`config.mk`:
```
export PLATFORM = sky130hd
export DESIGN_NAME = first_match_packet_rule_classifier_flat
export DESIGN_NICKNAME = d
export VERILOG_FILES = /design/src/fmprc_pkg.sv /design/src/fmprc_if.sv /design/src/fmprc_cell.sv /design/src/first_match_packet_rule_classifier.sv /design/src/flat_wrapper.sv
export SDC_FILE = /design/constraint.sdc
export NUM_CORES = 2
export LEC_CHECK = 0
export BUFFER_PORTS_ARGS = -buffer_cell sky130_fd_sc_hd__buf_2
export CAP_MARGIN = 0
export CORE_MARGIN = 2
export CORE_UTILIZATION = 25
export CTS_BUF_LIST = sky130_fd_sc_hd__clkbuf_16
export DETAILED_ROUTE_END_ITERATION = 10
export MAX_ROUTING_LAYER = met4
export PLACE_DENSITY_LB_ADDON = 0.08
export SYNTH_ARGS = -nofsm -noshare
export SYNTH_HDL_FRONTEND = slang
export SYNTH_SLANG_ARGS = --single-unit
```
`constraint.sdc`:
```
create_clock -name clk -period 16.7 [get_ports clk]
set_input_delay 2.505 -clock clk [delete_from_list [all_inputs] [get_ports clk]]
set_output_delay 2.505 -clock clk [all_outputs]
set_load 0.05 [all_outputs]
```
`src/fmprc_pkg.sv`:
```
`timescale 1ns / 1ps
// ----------------------------------------------------------------------------
// First-match rule classifier package
// Shared types, opcodes and the per-rule match function.
// ----------------------------------------------------------------------------
package fmprc_pkg;

  localparam logic [1:0] OP_CLASSIFY = 2'd0;
  localparam logic [1:0] OP_INSERT   = 2'd1;
  localparam logic [1:0] OP_CLEAR    = 2'd2;

  // Bit positions in a rule's match mask.
  localparam int MB_DEV   = 0;
  localparam int MB_PROTO = 1;
  localparam int MB_SADDR = 2;
  localparam int MB_DADDR = 3;
  localparam int MB_SPORT = 4;
  localparam int MB_DPORT = 5;

  localparam logic [5:0] ADDR_BITS = 6'd32;

  typedef struct packed {
    logic [7:0]  dev_id;
    logic [7:0]  proto;
    logic [31:0] src_addr;
    logic [31:0] dst_addr;
    logic [15:0] src_port;
    logic [15:0] dst_port;
  } pkt_t;

  typedef struct packed {
    logic [5:0]  mask;
    logic [7:0]  dev_id;
    logic [7:0]  proto;
    logic [31:0] src_addr;
    logic [31:0] dst_addr;
    logic [5:0]  src_len;
    logic [5:0]  dst_len;
    logic [15:0] src_port;
    logic [15:0] dst_port;
  } rule_t;

  typedef struct packed {
    logic       hit;
    logic [3:0] rule_index;
    logic       status;
  } res_t;

  // Compare the top len bits of two addresses; zero length matches anything
  // and lengths beyond the address width act as the full width.
  function automatic logic prefix_match(input logic [31:0] a, input logic [31:0] b,
                                        input logic [5:0] len);
    logic [5:0]  l;
    logic [31:0] m;
    l = (len > ADDR_BITS) ? ADDR_BITS : len;
    m = 32'hFFFF_FFFF << (ADDR_BITS - l);
    return (len == 6'd0) || (((a ^ b) & m) == 32'h0);
  endfunction

  function automatic logic rule_match(input rule_t r, input pkt_t p);
    logic ok;
    ok = 1'b1;
    if (r.mask[MB_DEV] && (r.dev_id != p.dev_id)) ok = 1'b0;
    if (r.mask[MB_PROTO] && (r.proto != p.proto)) ok = 1'b0;
    if (r.mask[MB_SADDR] && !prefix_match(r.src_addr, p.src_addr, r.src_len)) ok = 1'b0;
    if (r.mask[MB_DADDR] && !prefix_match(r.dst_addr, p.dst_addr, r.dst_len)) ok = 1'b0;
    if (r.mask[MB_SPORT] && (r.src_port != p.src_port)) ok = 1'b0;
    if (r.mask[MB_DPORT] && (r.dst_port != p.dst_port)) ok = 1'b0;
    return ok;
  endfunction

endpackage

```
`src/fmprc_if.sv`:
```
`timescale 1ns / 1ps
// ----------------------------------------------------------------------------
// First-match rule classifier channel interfaces
// Request and response channels with valid/ready handshakes.
// ----------------------------------------------------------------------------
interface fmprc_req_if;
  logic        valid;
  logic        ready;
  logic [1:0]  opcode;
  logic [7:0]  dev_id;
  logic [7:0]  proto;
  logic [31:0] src_addr;
  logic [31:0] dst_addr;
  logic [15:0] src_port;
  logic [15:0] dst_port;
  logic [5:0]  match_mask;
  logic [5:0]  src_prefix_len;
  logic [5:0]  dst_prefix_len;

  modport source (output valid, opcode, dev_id, proto, src_addr, dst_addr, src_port,
                  dst_port, match_mask, src_prefix_len, dst_prefix_len, input ready);
  modport sink (input valid, opcode, dev_id, proto, src_addr, dst_addr, src_port,
                dst_port, match_mask, src_prefix_len, dst_prefix_len, output ready);
endinterface

interface fmprc_rsp_if;
  logic       valid;
  logic       ready;
  logic       hit;
  logic [3:0] rule_index;
  logic       status;

  modport source (output valid, hit, rule_index, status, input ready);
  modport sink (input valid, hit, rule_index, status, output ready);
endinterface

```
`src/fmprc_cell.sv`:
```
`timescale 1ns / 1ps
// ----------------------------------------------------------------------------
// First-match rule classifier cell
// Holds one rule, compares the passing packet and forwards it with the
// first-match carry to the next cell.
// ----------------------------------------------------------------------------
module fmprc_cell #(
  parameter int IDX_W   = 4,
  parameter int CELL_ID = 0
) (
  input  logic                clk,
  input  logic                wr_en,
  input  fmprc_pkg::rule_t    wr_rule,
  input  logic                active,
  input  fmprc_pkg::pkt_t     pkt_in,
  input  logic                found_in,
  input  logic [IDX_W-1:0]    idx_in,
  output fmprc_pkg::pkt_t     pkt_out,
  output logic                found_out,
  output logic [IDX_W-1:0]    idx_out
);

  fmprc_pkg::rule_t rule;
  logic             match;

  assign match = active && fmprc_pkg::rule_match(rule, pkt_in);

  always_ff @(posedge clk) begin
    if (wr_en) begin
      rule <= wr_rule;
    end
  end

  // An earlier match always wins; else a match here claims the packet.
  always_ff @(posedge clk) begin
    pkt_out   <= pkt_in;
    found_out <= found_in || match;
    if (found_in) begin
      idx_out <= idx_in;
    end else if (match) begin
      idx_out <= IDX_W'(CELL_ID);
    end else begin
      idx_out <= '0;
    end
  end

endmodule

```
`src/first_match_packet_rule_classifier.sv`:
```
`timescale 1ns / 1ps
// ----------------------------------------------------------------------------
// First-match packet rule classifier
// Ordered rule table held in a chain of compare cells; classify, insert and
// clear requests, one response per request.
// ----------------------------------------------------------------------------
//
//  Port  Dir     Payload                                          Purpose
//  ----  ------  -----------------------------------------------  ----------------
//  req   sink    opcode, dev_id, proto, src/dst_addr, src/dst_port,  requests
//                match_mask, src/dst_prefix_len
//  rsp   source  hit, rule_index, status                          responses
//
// Cycles: a classify transaction walks the packet through all MAX_RULES cells,
// one cell per cycle, and the next request waits until the walk is over. Insert
// and clear complete in the cycle of acceptance, so they may follow one another
// every cycle while the response side keeps up.
// Reset: rst is synchronous and active high; it empties the table (the rule
// count returns to zero) and drops any response not yet delivered.
// Stalls: the response register lets a new request be accepted while the
// previous response waits; a further result waits in a holding register and
// blocks the request side until the response register frees.
// ----------------------------------------------------------------------------
module first_match_packet_rule_classifier #(
  parameter int MAX_RULES = 16
) (
  input  logic            clk,
  input  logic            rst,
  fmprc_req_if.sink       req,
  fmprc_rsp_if.source     rsp
);

  localparam int IDX_W = (MAX_RULES > 1) ? $clog2(MAX_RULES) : 1;
  localparam int CNT_W = $clog2(MAX_RULES + 1);

  // Controller state codes.
  localparam logic [1:0] S_IDLE = 2'd0;
  localparam logic [1:0] S_WALK = 2'd1;
  localparam logic [1:0] S_HOLD = 2'd2;

  logic [1:0]       state;
  logic [CNT_W-1:0] walk_cnt;
  logic [CNT_W-1:0] rule_count;

  fmprc_pkg::pkt_t  pkt_q;
  fmprc_pkg::rule_t wr_rule;
  fmprc_pkg::res_t  pend;
  fmprc_pkg::res_t  rsp_res;
  fmprc_pkg::res_t  imm_res;
  fmprc_pkg::res_t  tail_res;
  fmprc_pkg::res_t  res_sel;
  logic             rsp_valid;

  logic             accept;
  logic             out_free;
  logic             ins_ok;
  logic             walk_done;
  logic             imm_done;
  logic             load_out;
  logic             load_pend;
  logic [IDX_W+3:0] tail_wide;
  logic [CNT_W+3:0] count_wide;

  // The chain: cell i reads the output of cell i-1; cell 0 reads pkt_q.
  fmprc_pkg::pkt_t        chain_pkt   [MAX_RULES+1];
  logic [MAX_RULES:0]     chain_found;
  logic [IDX_W-1:0]       chain_idx   [MAX_RULES+1];
  logic [MAX_RULES-1:0]   wr_en;
  logic [MAX_RULES-1:0]   active;

  assign accept    = req.valid && req.ready;
  assign req.ready = (state == S_IDLE);
  assign out_free  = !rsp_valid || rsp.ready;
  assign ins_ok    = (rule_count < CNT_W'(MAX_RULES));

  assign wr_rule.mask     = req.match_mask;
  assign wr_rule.dev_id   = req.dev_id;
  assign wr_rule.proto    = req.proto;
  assign wr_rule.src_addr = req.src_addr;
  assign wr_rule.dst_addr = req.dst_addr;
  assign wr_rule.src_len  = req.src_prefix_len;
  assign wr_rule.dst_len  = req.dst_prefix_len;
  assign wr_rule.src_port = req.src_port;
  assign wr_rule.dst_port = req.dst_port;

  assign chain_pkt[0]   = pkt_q;
  assign chain_found[0] = 1'b0;
  assign chain_idx[0]   = '0;

  for (genvar i = 0; i < MAX_RULES; i++) begin : g_cell
    // Only rules below the count take part; an insert writes the cell at the count.
    assign active[i] = (CNT_W'(i) < rule_count);
    assign wr_en[i]  = accept && (req.opcode == fmprc_pkg::OP_INSERT) && ins_ok &&
                       (rule_count == CNT_W'(i));

    fmprc_cell #(
      .IDX_W   (IDX_W),
      .CELL_ID (i)
    ) u_cell (
      .clk       (clk),
      .wr_en     (wr_en[i]),
      .wr_rule   (wr_rule),
      .active    (active[i]),
      .pkt_in    (chain_pkt[i]),
      .found_in  (chain_found[i]),
      .idx_in    (chain_idx[i]),
      .pkt_out   (chain_pkt[i+1]),
      .found_out (chain_found[i+1]),
      .idx_out   (chain_idx[i+1])
    );
  end

  // The response index is the low four bits of the rule position.
  assign tail_wide  = {4'b0000, chain_idx[MAX_RULES]};
  assign count_wide = {4'b0000, rule_count};

  assign tail_res.hit        = chain_found[MAX_RULES];
  assign tail_res.rule_index = tail_wide[3:0];
  assign tail_res.status     = 1'b0;

  // Insert, clear and the unused opcode answer at once.
  always_comb begin
    imm_res = '0;
    if (req.opcode == fmprc_pkg::OP_INSERT) begin
      if (ins_ok) begin
        imm_res.rule_index = count_wide[3:0];
      end else begin
        imm_res.status = 1'b1;
      end
    end
  end

  assign imm_done  = (state == S_IDLE) && accept && (req.opcode != fmprc_pkg::OP_CLASSIFY);
  assign walk_done = (state == S_WALK) && (walk_cnt == '0);
  assign load_out  = out_free && (imm_done || walk_done || (state == S_HOLD));
  assign load_pend = !out_free && (imm_done || walk_done);

  always_comb begin
    unique case (state)
      S_WALK:  res_sel = tail_res;
      S_HOLD:  res_sel = pend;
      default: res_sel = imm_res;
    endcase
  end

  // Control state.
  always_ff @(posedge clk) begin
    if (rst) begin
      state      <= S_IDLE;
      walk_cnt   <= '0;
      rule_count <= '0;
      rsp_valid  <= 1'b0;
    end else begin
      if (load_out) begin
        rsp_valid <= 1'b1;
      end else if (rsp.ready) begin
        rsp_valid <= 1'b0;
      end

      unique case (state)
        S_IDLE: begin
          if (accept) begin
            priority case (req.opcode)
              fmprc_pkg::OP_CLASSIFY: begin
                state    <= S_WALK;
                walk_cnt <= CNT_W'(MAX_RULES);
              end
              fmprc_pkg::OP_INSERT: begin
                if (ins_ok) begin
                  rule_count <= rule_count + CNT_W'(1);
                end
              end
              fmprc_pkg::OP_CLEAR: begin
                rule_count <= '0;
              end
              default: begin
              end
            endcase
            if (imm_done && !out_free) begin
              state <= S_HOLD;
            end
          end
        end
        S_WALK: begin
          if (walk_cnt == '0) begin
            state <= out_free ? S_IDLE : S_HOLD;
          end else begin
            walk_cnt <= walk_cnt - CNT_W'(1);
          end
        end
        S_HOLD: begin
          if (out_free) begin
            state <= S_IDLE;
          end
        end
        default: begin
          state <= S_IDLE;
        end
      endcase
    end
  end

  // Payload registers.
  always_ff @(posedge clk) begin
    if (accept) begin
      pkt_q.dev_id   <= req.dev_id;
      pkt_q.proto    <= req.proto;
      pkt_q.src_addr <= req.src_addr;
      pkt_q.dst_addr <= req.dst_addr;
      pkt_q.src_port <= req.src_port;
      pkt_q.dst_port <= req.dst_port;
    end
    if (load_pend) begin
      pend <= res_sel;
    end
    if (load_out) begin
      rsp_res <= res_sel;
    end
  end

  assign rsp.valid      = rsp_valid;
  assign rsp.hit        = rsp_res.hit;
  assign rsp.rule_index = rsp_res.rule_index;
  assign rsp.status     = rsp_res.status;

  // A held result only exists while the response register is still occupied.
  a_hold_needs_rsp: assert property (@(posedge clk) disable iff (rst)
    (state == S_HOLD) |-> rsp_valid)
    else $error("holding a result while the response register is empty");

  // The table never holds more than MAX_RULES rules.
  a_count_bound: assert property (@(posedge clk) disable iff (rst)
    rule_count <= CNT_W'(MAX_RULES))
    else $error("rule count beyond table size");

  // A successful insert grows the table by exactly one.
  a_insert_grows: assert property (@(posedge clk) disable iff (rst)
    (accept && (req.opcode == fmprc_pkg::OP_INSERT) && ins_ok) |=>
      (rule_count == CNT_W'($past(rule_count) + 1'b1)))
    else $error("insert did not advance the rule count");

  // A classify transaction always starts a walk through the chain.
  a_classify_walks: assert property (@(posedge clk) disable iff (rst)
    (accept && (req.opcode == fmprc_pkg::OP_CLASSIFY)) |=> (state == S_WALK))
    else $error("classify did not start a walk");

endmodule

```
`src/flat_wrapper.sv`:
```
// flat-port wrapper written by rule: the top's interface ports become plain ports
module first_match_packet_rule_classifier_flat 
#(
  parameter int MAX_RULES = 16
)
  (clk, rst, req_valid, req_opcode, req_dev_id, req_proto, req_src_addr, req_dst_addr, req_src_port, req_dst_port, req_match_mask, req_src_prefix_len, req_dst_prefix_len, req_ready, rsp_valid, rsp_hit, rsp_rule_index, rsp_status, rsp_ready);
  fmprc_req_if req_i ();
  fmprc_rsp_if rsp_i ();
  input  logic clk;
  input  logic rst;
  input wire logic [$bits(req_i.valid)-1:0] req_valid;
  input wire logic [$bits(req_i.opcode)-1:0] req_opcode;
  input wire logic [$bits(req_i.dev_id)-1:0] req_dev_id;
  input wire logic [$bits(req_i.proto)-1:0] req_proto;
  input wire logic [$bits(req_i.src_addr)-1:0] req_src_addr;
  input wire logic [$bits(req_i.dst_addr)-1:0] req_dst_addr;
  input wire logic [$bits(req_i.src_port)-1:0] req_src_port;
  input wire logic [$bits(req_i.dst_port)-1:0] req_dst_port;
  input wire logic [$bits(req_i.match_mask)-1:0] req_match_mask;
  input wire logic [$bits(req_i.src_prefix_len)-1:0] req_src_prefix_len;
  input wire logic [$bits(req_i.dst_prefix_len)-1:0] req_dst_prefix_len;
  output wire logic [$bits(req_i.ready)-1:0] req_ready;
  output wire logic [$bits(rsp_i.valid)-1:0] rsp_valid;
  output wire logic [$bits(rsp_i.hit)-1:0] rsp_hit;
  output wire logic [$bits(rsp_i.rule_index)-1:0] rsp_rule_index;
  output wire logic [$bits(rsp_i.status)-1:0] rsp_status;
  input wire logic [$bits(rsp_i.ready)-1:0] rsp_ready;
  assign req_i.valid = req_valid;
  assign req_i.opcode = req_opcode;
  assign req_i.dev_id = req_dev_id;
  assign req_i.proto = req_proto;
  assign req_i.src_addr = req_src_addr;
  assign req_i.dst_addr = req_dst_addr;
  assign req_i.src_port = req_src_port;
  assign req_i.dst_port = req_dst_port;
  assign req_i.match_mask = req_match_mask;
  assign req_i.src_prefix_len = req_src_prefix_len;
  assign req_i.dst_prefix_len = req_dst_prefix_len;
  assign req_ready = req_i.ready;
  assign rsp_valid = rsp_i.valid;
  assign rsp_hit = rsp_i.hit;
  assign rsp_rule_index = rsp_i.rule_index;
  assign rsp_status = rsp_i.status;
  assign rsp_i.ready = rsp_ready;
  first_match_packet_rule_classifier #(.MAX_RULES(MAX_RULES)) u_core (.clk(clk), .rst(rst), .req(req_i), .rsp(rsp_i));
endmodule
```
==> Yosys cells after proc, flatten, opt, wreduce, memory -nomap -nowiden <==
Index checks and enable logic that the tools add are counted.
{ "classes": {"bitwise_logic": 64, "n_reduce_logical": 296, "n_mux": 176, "n_addsub": 34, "order_cmp": 49, "shifts": 32, "eq_ne": 90} }
{ "ops": {"columns": ["cell", "n"], "rows": [
  ["AND 32 bit", 32],
  ["zero test 32 bit", 32],
  ["left shift 32 x 6 -> 32 bit (first input constant)", 32],
  ["bitwise XOR 32 bit", 32],
  ["inequality test 16 bit", 32],
  ["inequality test 8 bit", 32],
  ["> comparator 6 bit (second input constant)", 32],
  ["zero test 6 bit", 32],
  ["2-to-1 mux 6 bit", 32],
  ["subtractor 6 bit (first input constant)", 32],
  ["logical AND 1 bit", 137],
  ["2-to-1 mux 1 bit", 100],
  ["2-to-1 mux 4 bit", 23],
  ["logical OR 1 bit", 50],
  ["equality test 5 x 4 -> 1 bit (second input constant)", 8],
  ["less-than comparator 4 x 5 -> 1 bit (first input constant)", 8],
  ["zero test 1 bit", 34],
  ["2-to-1 mux 5 bit", 5],
  ["equality test 5 x 3 -> 1 bit (second input constant)", 4],
  ["less-than comparator 3 x 5 -> 1 bit (first input constant)", 4],
  ["case mux 5 bit (2 select lines)", 2],
  ["2-to-1 mux 2 bit", 8],
  ["2-to-1 mux 3 bit", 4],
  ["case mux 6 bit (2 select lines)", 1],
  ["other kinds (17)", 33]
]} }
{ "totals": {"reg_bits": 3973, "word_cells": 1022, "output_inout_bits": 8} }

==> Logic depth before layout (Yosys ltp) <==
{ "depth": {"word_depth": 16, "ltp_mapped": 13, "depth_no_buf": 11} }

==> By module <==
A second synthesis with hierarchy kept.
{ "hier_totals": {"hier_cells": 9108, "area_unflattened_um2": 139707.7} }
{ "modules_own_cells": {"columns": ["module", "cells_each", "instances", "seq_area_each_um2", "area_each_um2"], "rows": [
  ["fmprc_cell at u_core.g_cell[1].u_cell ...", 546, 4, 6246.0, 8408.1],
  ["fmprc_cell at u_core.g_cell[3].u_cell ...", 551, 4, 6246.0, 8403.1],
  ["fmprc_cell at u_core.g_cell[14].u_cell ...", 564, 2, 6246.0, 8592.0],
  ["fmprc_cell at u_core.g_cell[10].u_cell ...", 554, 2, 6246.0, 8399.3],
  ["fmprc_cell at u_core.g_cell[11].u_cell", 560, 1, 6246.0, 8488.1],
  ["fmprc_cell at u_core.g_cell[13].u_cell", 556, 1, 6246.0, 8399.3],
  ["fmprc_cell at u_core.g_cell[15].u_cell", 541, 1, 6246.0, 8373.0],
  ["fmprc_cell at u_core.g_cell[0].u_cell", 534, 1, 6246.0, 8309.2],
  ["first_match_packet_rule_classifier", 293, 1, 3983.8, 4911.0]
]} }

==> Worst setup path after synthesis <==
Ideal clock, no wire load.
{ "synth_timing": {"path_kind": "input-to-reg", "startpoint": "input port req_opcode[1]", "endpoint": "register u_core.g_cell[4].u_cell.rule[0] (netlist name) (enable)", "path_stages": 4, "setup_time_ns": 0.779, "slack_ns": 3.761, "t_arrival_ns": 12.159, "cell_sequence": "or3b_2 -> nor2_1 -> nand2_1 -> nor3_1"} }
{ "synth_between": {"elab_chain_len": 4} }
{ "synth_lines": {"columns": ["element", "line_no", "rtl"], "rows": [
  ["from (decl)", "flat_wrapper.sv:12", "input wire logic [$bits(req_i.opcode)-1:0] req_opcode;"],
  ["equality test 2 x 1 -> 1 bit", "first_match_packet_rule_classifier.sv:93", "assign wr_en[i] = accept && (req.opcode == fmprc_pkg::OP_INSERT) && ins_ok &&"],
  ["logical AND 1 bit (3 in series)", "first_match_packet_rule_classifier.sv:93", null],
  ["net u_core.g_cell[4].u_cell.wr_en", "fmprc_cell.sv:12", "input logic wr_en,"],
  ["to (signal assigned)", "fmprc_cell.sv:30", "rule <= wr_rule;"],
  ["to (decl)", "fmprc_cell.sv:23", "fmprc_pkg::rule_t rule;"]
]} }
The timed path passes the listed nets, and every way through them passes these cells.
A chain may end at the register's enable or synchronous reset.

==> Worst setup path after layout <==
{ "layout_timing": {"startpoint": "input port req_opcode[0]", "endpoint": "register u_core.g_cell[10].u_cell.rule[44] (netlist name) (enable)"} }
{ "layout_between": {"elab_chain_len": 4} }
{ "layout_lines": {"columns": ["element", "line_no"], "rows": [
  ["equality test 2 x 1 -> 1 bit", "first_match_packet_rule_classifier.sv:93"],
  ["logical AND 1 bit (3 in series)", "first_match_packet_rule_classifier.sv:93"],
  ["net u_core.g_cell[10].u_cell.wr_en", "fmprc_cell.sv:12"],
  ["to (signal assigned)", "fmprc_cell.sv:30"],
  ["to (decl)", "fmprc_cell.sv:23"]
]} }
The timed path passes the listed nets, and every way through them passes these cells.

==> run summary <==
status -> complete, no violations
global-route wire length before repair -> 569 mm
sequential fraction of the synthesis area -> 0.743
Max-Cap Viols -> 0
largest net degree at the start of global routing -> 69
worst reg2reg setup slack -> 11.54 ns
final worst-path cycle share -> 0.365
CTS buffer count -> 438
Min-Delay Path Class -> reg2reg
clk_lat worst skew -> 1.00 ns
Async SR Flop Fraction -> 0
leading area contributor after synthesis -> edfxtp_1
switching pwr -> 5.13 mW
pwr dens -> 135 nW/µm²
Crit path max-delay family -> simple AND/OR/NAND/NOR gates
Fin Setup TNS -> 0 ns
CP Launch Type -> input pin
GP Congestion -> 0.840
fraction of layout cells with a size suffix above 1 -> 0.0934
placed cell areas -> 147,000 µm²
hpwl dp -> 291 mm
Internal -> 16.6 mW
Hold Buf Count CTS -> 0
final instance area -> 161,000 µm²
CP Buf/Inv Count -> 4
Post-Syn Area -> 136,000 µm²
crit path time final -> 6.10 ns
die area -> 552,000 µm²
final cell count without fillers -> 17,100
Post-Synthesis Cells -> 8,902
Net Sw Frac -> 0.236
worst clock skew -> 0.0588 ns
Die Ht -> 743 µm
cell mode on critical path -> buf_4
worst vdd ir -> 0.0847 mV
Worst-Margin Slew -> 1.22 ns
DRT Pass-1 Iters -> 8
Ports -> 144
Layout Nets -> 9,724
Final Slew Violations -> 0
combinational share of power -> 0.049
total track usage -> 0.147
max incr delay on CP -> 0.66 ns
critical path capture point type -> flop
Via density -> 4.24
clk root buf -> clkbuf_16
RSZ-0062 raised after global routing -> false
Placed Cells -> 16,300
total wire length -> 406 mm
number of global-route vias before repair -> 75,200
die width -> 743 µm
DRT iter0 DRCs -> 5,286
CTS tree -> yes
clk slew on worst S/H paths -> 0.06 ns
post-layout util -> 0.295
Main synth FF type -> edfxtp_1
worst-path maximum fanout -> 42
Arrival @ worst endpoint -> 6.70 ns
EDFF count, synth -> 2,204
Flop pwr share -> 0.523
via count -> 72,700
Clock Sink Count -> 3,962
post-route antenna net violation count -> 0
core area -> 544,000 µm²
clock tree buffer depth -> 4
synth top area cells -> edfxtp_1 (48%), dfxtp_1 (26%), xor2_1 (6.1%)
Area Overhead vs Synth -> 17.7%
post-synth cell types -> 99
Rel. slew slack -> 0.177
gr ovfl total -> 0
Post CTS Setup Buffer Count -> 0
Synth top area share -> 0.485
P_leak -> 54.8 nW
H-tree Lvls -> 5
Worst EP required -> 17.30 ns
Yosys warnings -> 0
Row Count -> 271
synthesized area per cell -> 15.3 µm²
CP cell instances -> buf_2 > or3b_2 > nor2_1 > nand3b_1 > nor2_4 > buf_4 > buf_4 > buf_4
post_cts resized -> 0
register bit total from synthesis -> 3,962
power share of the clock group -> 0.428
Avg WL per Cell -> 23.7 µm
maximum clock frequency -> 0.164 GHz
antenna violations before repair -> 52
DRC Markers -> 0
final setup fails -> 0
Critical Path Slowest Stage Cell -> nor2_4
Buffers on Ports -> 143
WS Path Type -> in2reg
net count after synthesis -> 9,142
Fin. Hold Viols -> 0
Initial Util -> 0.251
[Yosys cell counts (48+ instances only)]
| cell type | instances |
|---|---|
| a211oi_1 | 48 |
| a21oi_1 | 270 |
| a221oi_1 | 49 |
| a22oi_1 | 65 |
| a31oi_1 | 54 |
| clkbuf_1 | 82 |
| dfxtp_1 | 1758 |
| edfxtp_1 | 2204 |
| ha_1 | 104 |
| inv_1 | 171 |
| nand2_1 | 275 |
| nand2b_1 | 77 |
| nand3_1 | 62 |
| nand4_1 | 160 |
| nor2_1 | 244 |
| nor2b_1 | 78 |
| nor3_1 | 118 |
| nor4_1 | 144 |
| o211ai_1 | 48 |
| o21ai_0 | 295 |
| o22ai_1 | 56 |
| o31ai_1 | 48 |
| xnor2_1 | 911 |
| xor2_1 | 943 |
[per-layer routing]
layer / track usage / part of all wire / vias up
met4: 0.0474 / 0.035 / 0
met3: 0.0183 / 0.046 / 713
met1: 0.182 / 0.43 / 36100
met2: 0.251 / 0.49 / 2005
met5: - / 0 / -
li1: - / - / 33900
[flip-flops by register name, summed over array words and instances, names as in the netlist]
name	count
u_core.rsp.rule_index	4
u_core.chain_pkt	112
u_core.rsp.status	1
u_core.g_cell.u_cell.idx_out	49
u_core.state	2
u_core.pend	6
u_core.g_cell.u_cell.rule	2080
u_core.walk_cnt	5
u_core.rule_count	5
u_core.rsp.hit	1
u_core.g_cell.u_cell.found_out	16
u_core.rsp.valid	1
u_core.g_cell.u_cell.pkt_out	1680
[power by group through the flow]
stage / clock network (mW) / registers, mW / logic (mW)
after floorplan: 0 / 11.3 / 0.615
after global routing: 10.0 / 11.4 / 1.16
after detailed placement: 0 / 11.6 / 1.09
final: 9.29 / 11.3 / 1.06
after CTS: 9.62 / 11.4 / 1.09
after global placement: 0 / 11.6 / 1.09
[stage by stage]
stage,hold WS (ns),power (mW),setup WS (ns)
6_report,0.343,21.7,10.60
3_5_place_dp,0.354,12.7,9.53
5_1_grt,0.341,22.6,10.38
3_3_place_gp,0.355,12.7,9.58
2_1_floorplan,0.349,12.0,3.76
4_1_cts,0.328,22.1,10.64
[cells by family after synthesis]
group	share of synthesized area
buf+inv	0.00735
xor+xnor	0.119
mux	0.000908
fa+ha+maj	0.0111
compound gates	0.0647
simple gates	0.0542
flops	0.743
[layout make-up]
class,count,area [µm²]
antenna,40,100
clock inverter,385,2680
multi-input combinational,4677,34300
clock buffer,446,11200
tap,7234,9050
timing repair buffer,234,1400
sequential,3962,101000
fill,54100,384000
inverter,171,647
[cell usage in the layout, fill, tap and decap left out, types with 65 or more instances in the layout]
master     count
inv_1        283
xor2_1       943
clkbuf_16    446
nand2_1      275
buf_2        143
edfxtp_1    2204
a21oi_1      270
dfxtp_1     1758
o21ai_0      295
nand4_1      160
nor3_1       115
a22oi_1       65
clkinv_1     116
buf_4         91
nand2b_1      77
nor2_1       231
ha_1         104
nor4_1       144
nor2b_1       78
xnor2_1      911
clkinv_2      81
[worst paths after layout]
path	start	to	cells after the start
setup / recovery	req_opcode[0]	u_core.g_cell[10].u_cell.rule[44]$_DFFE_PP_	8
hold / removal	u_core.g_cell[4].u_cell.pkt_out[17]$_DFF_P_	u_core.g_cell[5].u_cell.pkt_out[17]$_DFF_P_	0
setup reg to reg	u_core.rule_count[4]$_SDFFE_PP0P_	u_core.g_cell[10].u_cell.rule[44]$_DFFE_PP_	7
hold reg to reg	u_core.g_cell[4].u_cell.pkt_out[17]$_DFF_P_	u_core.g_cell[5].u_cell.pkt_out[17]$_DFF_P_	0
(Power assumes the default switching activity.)
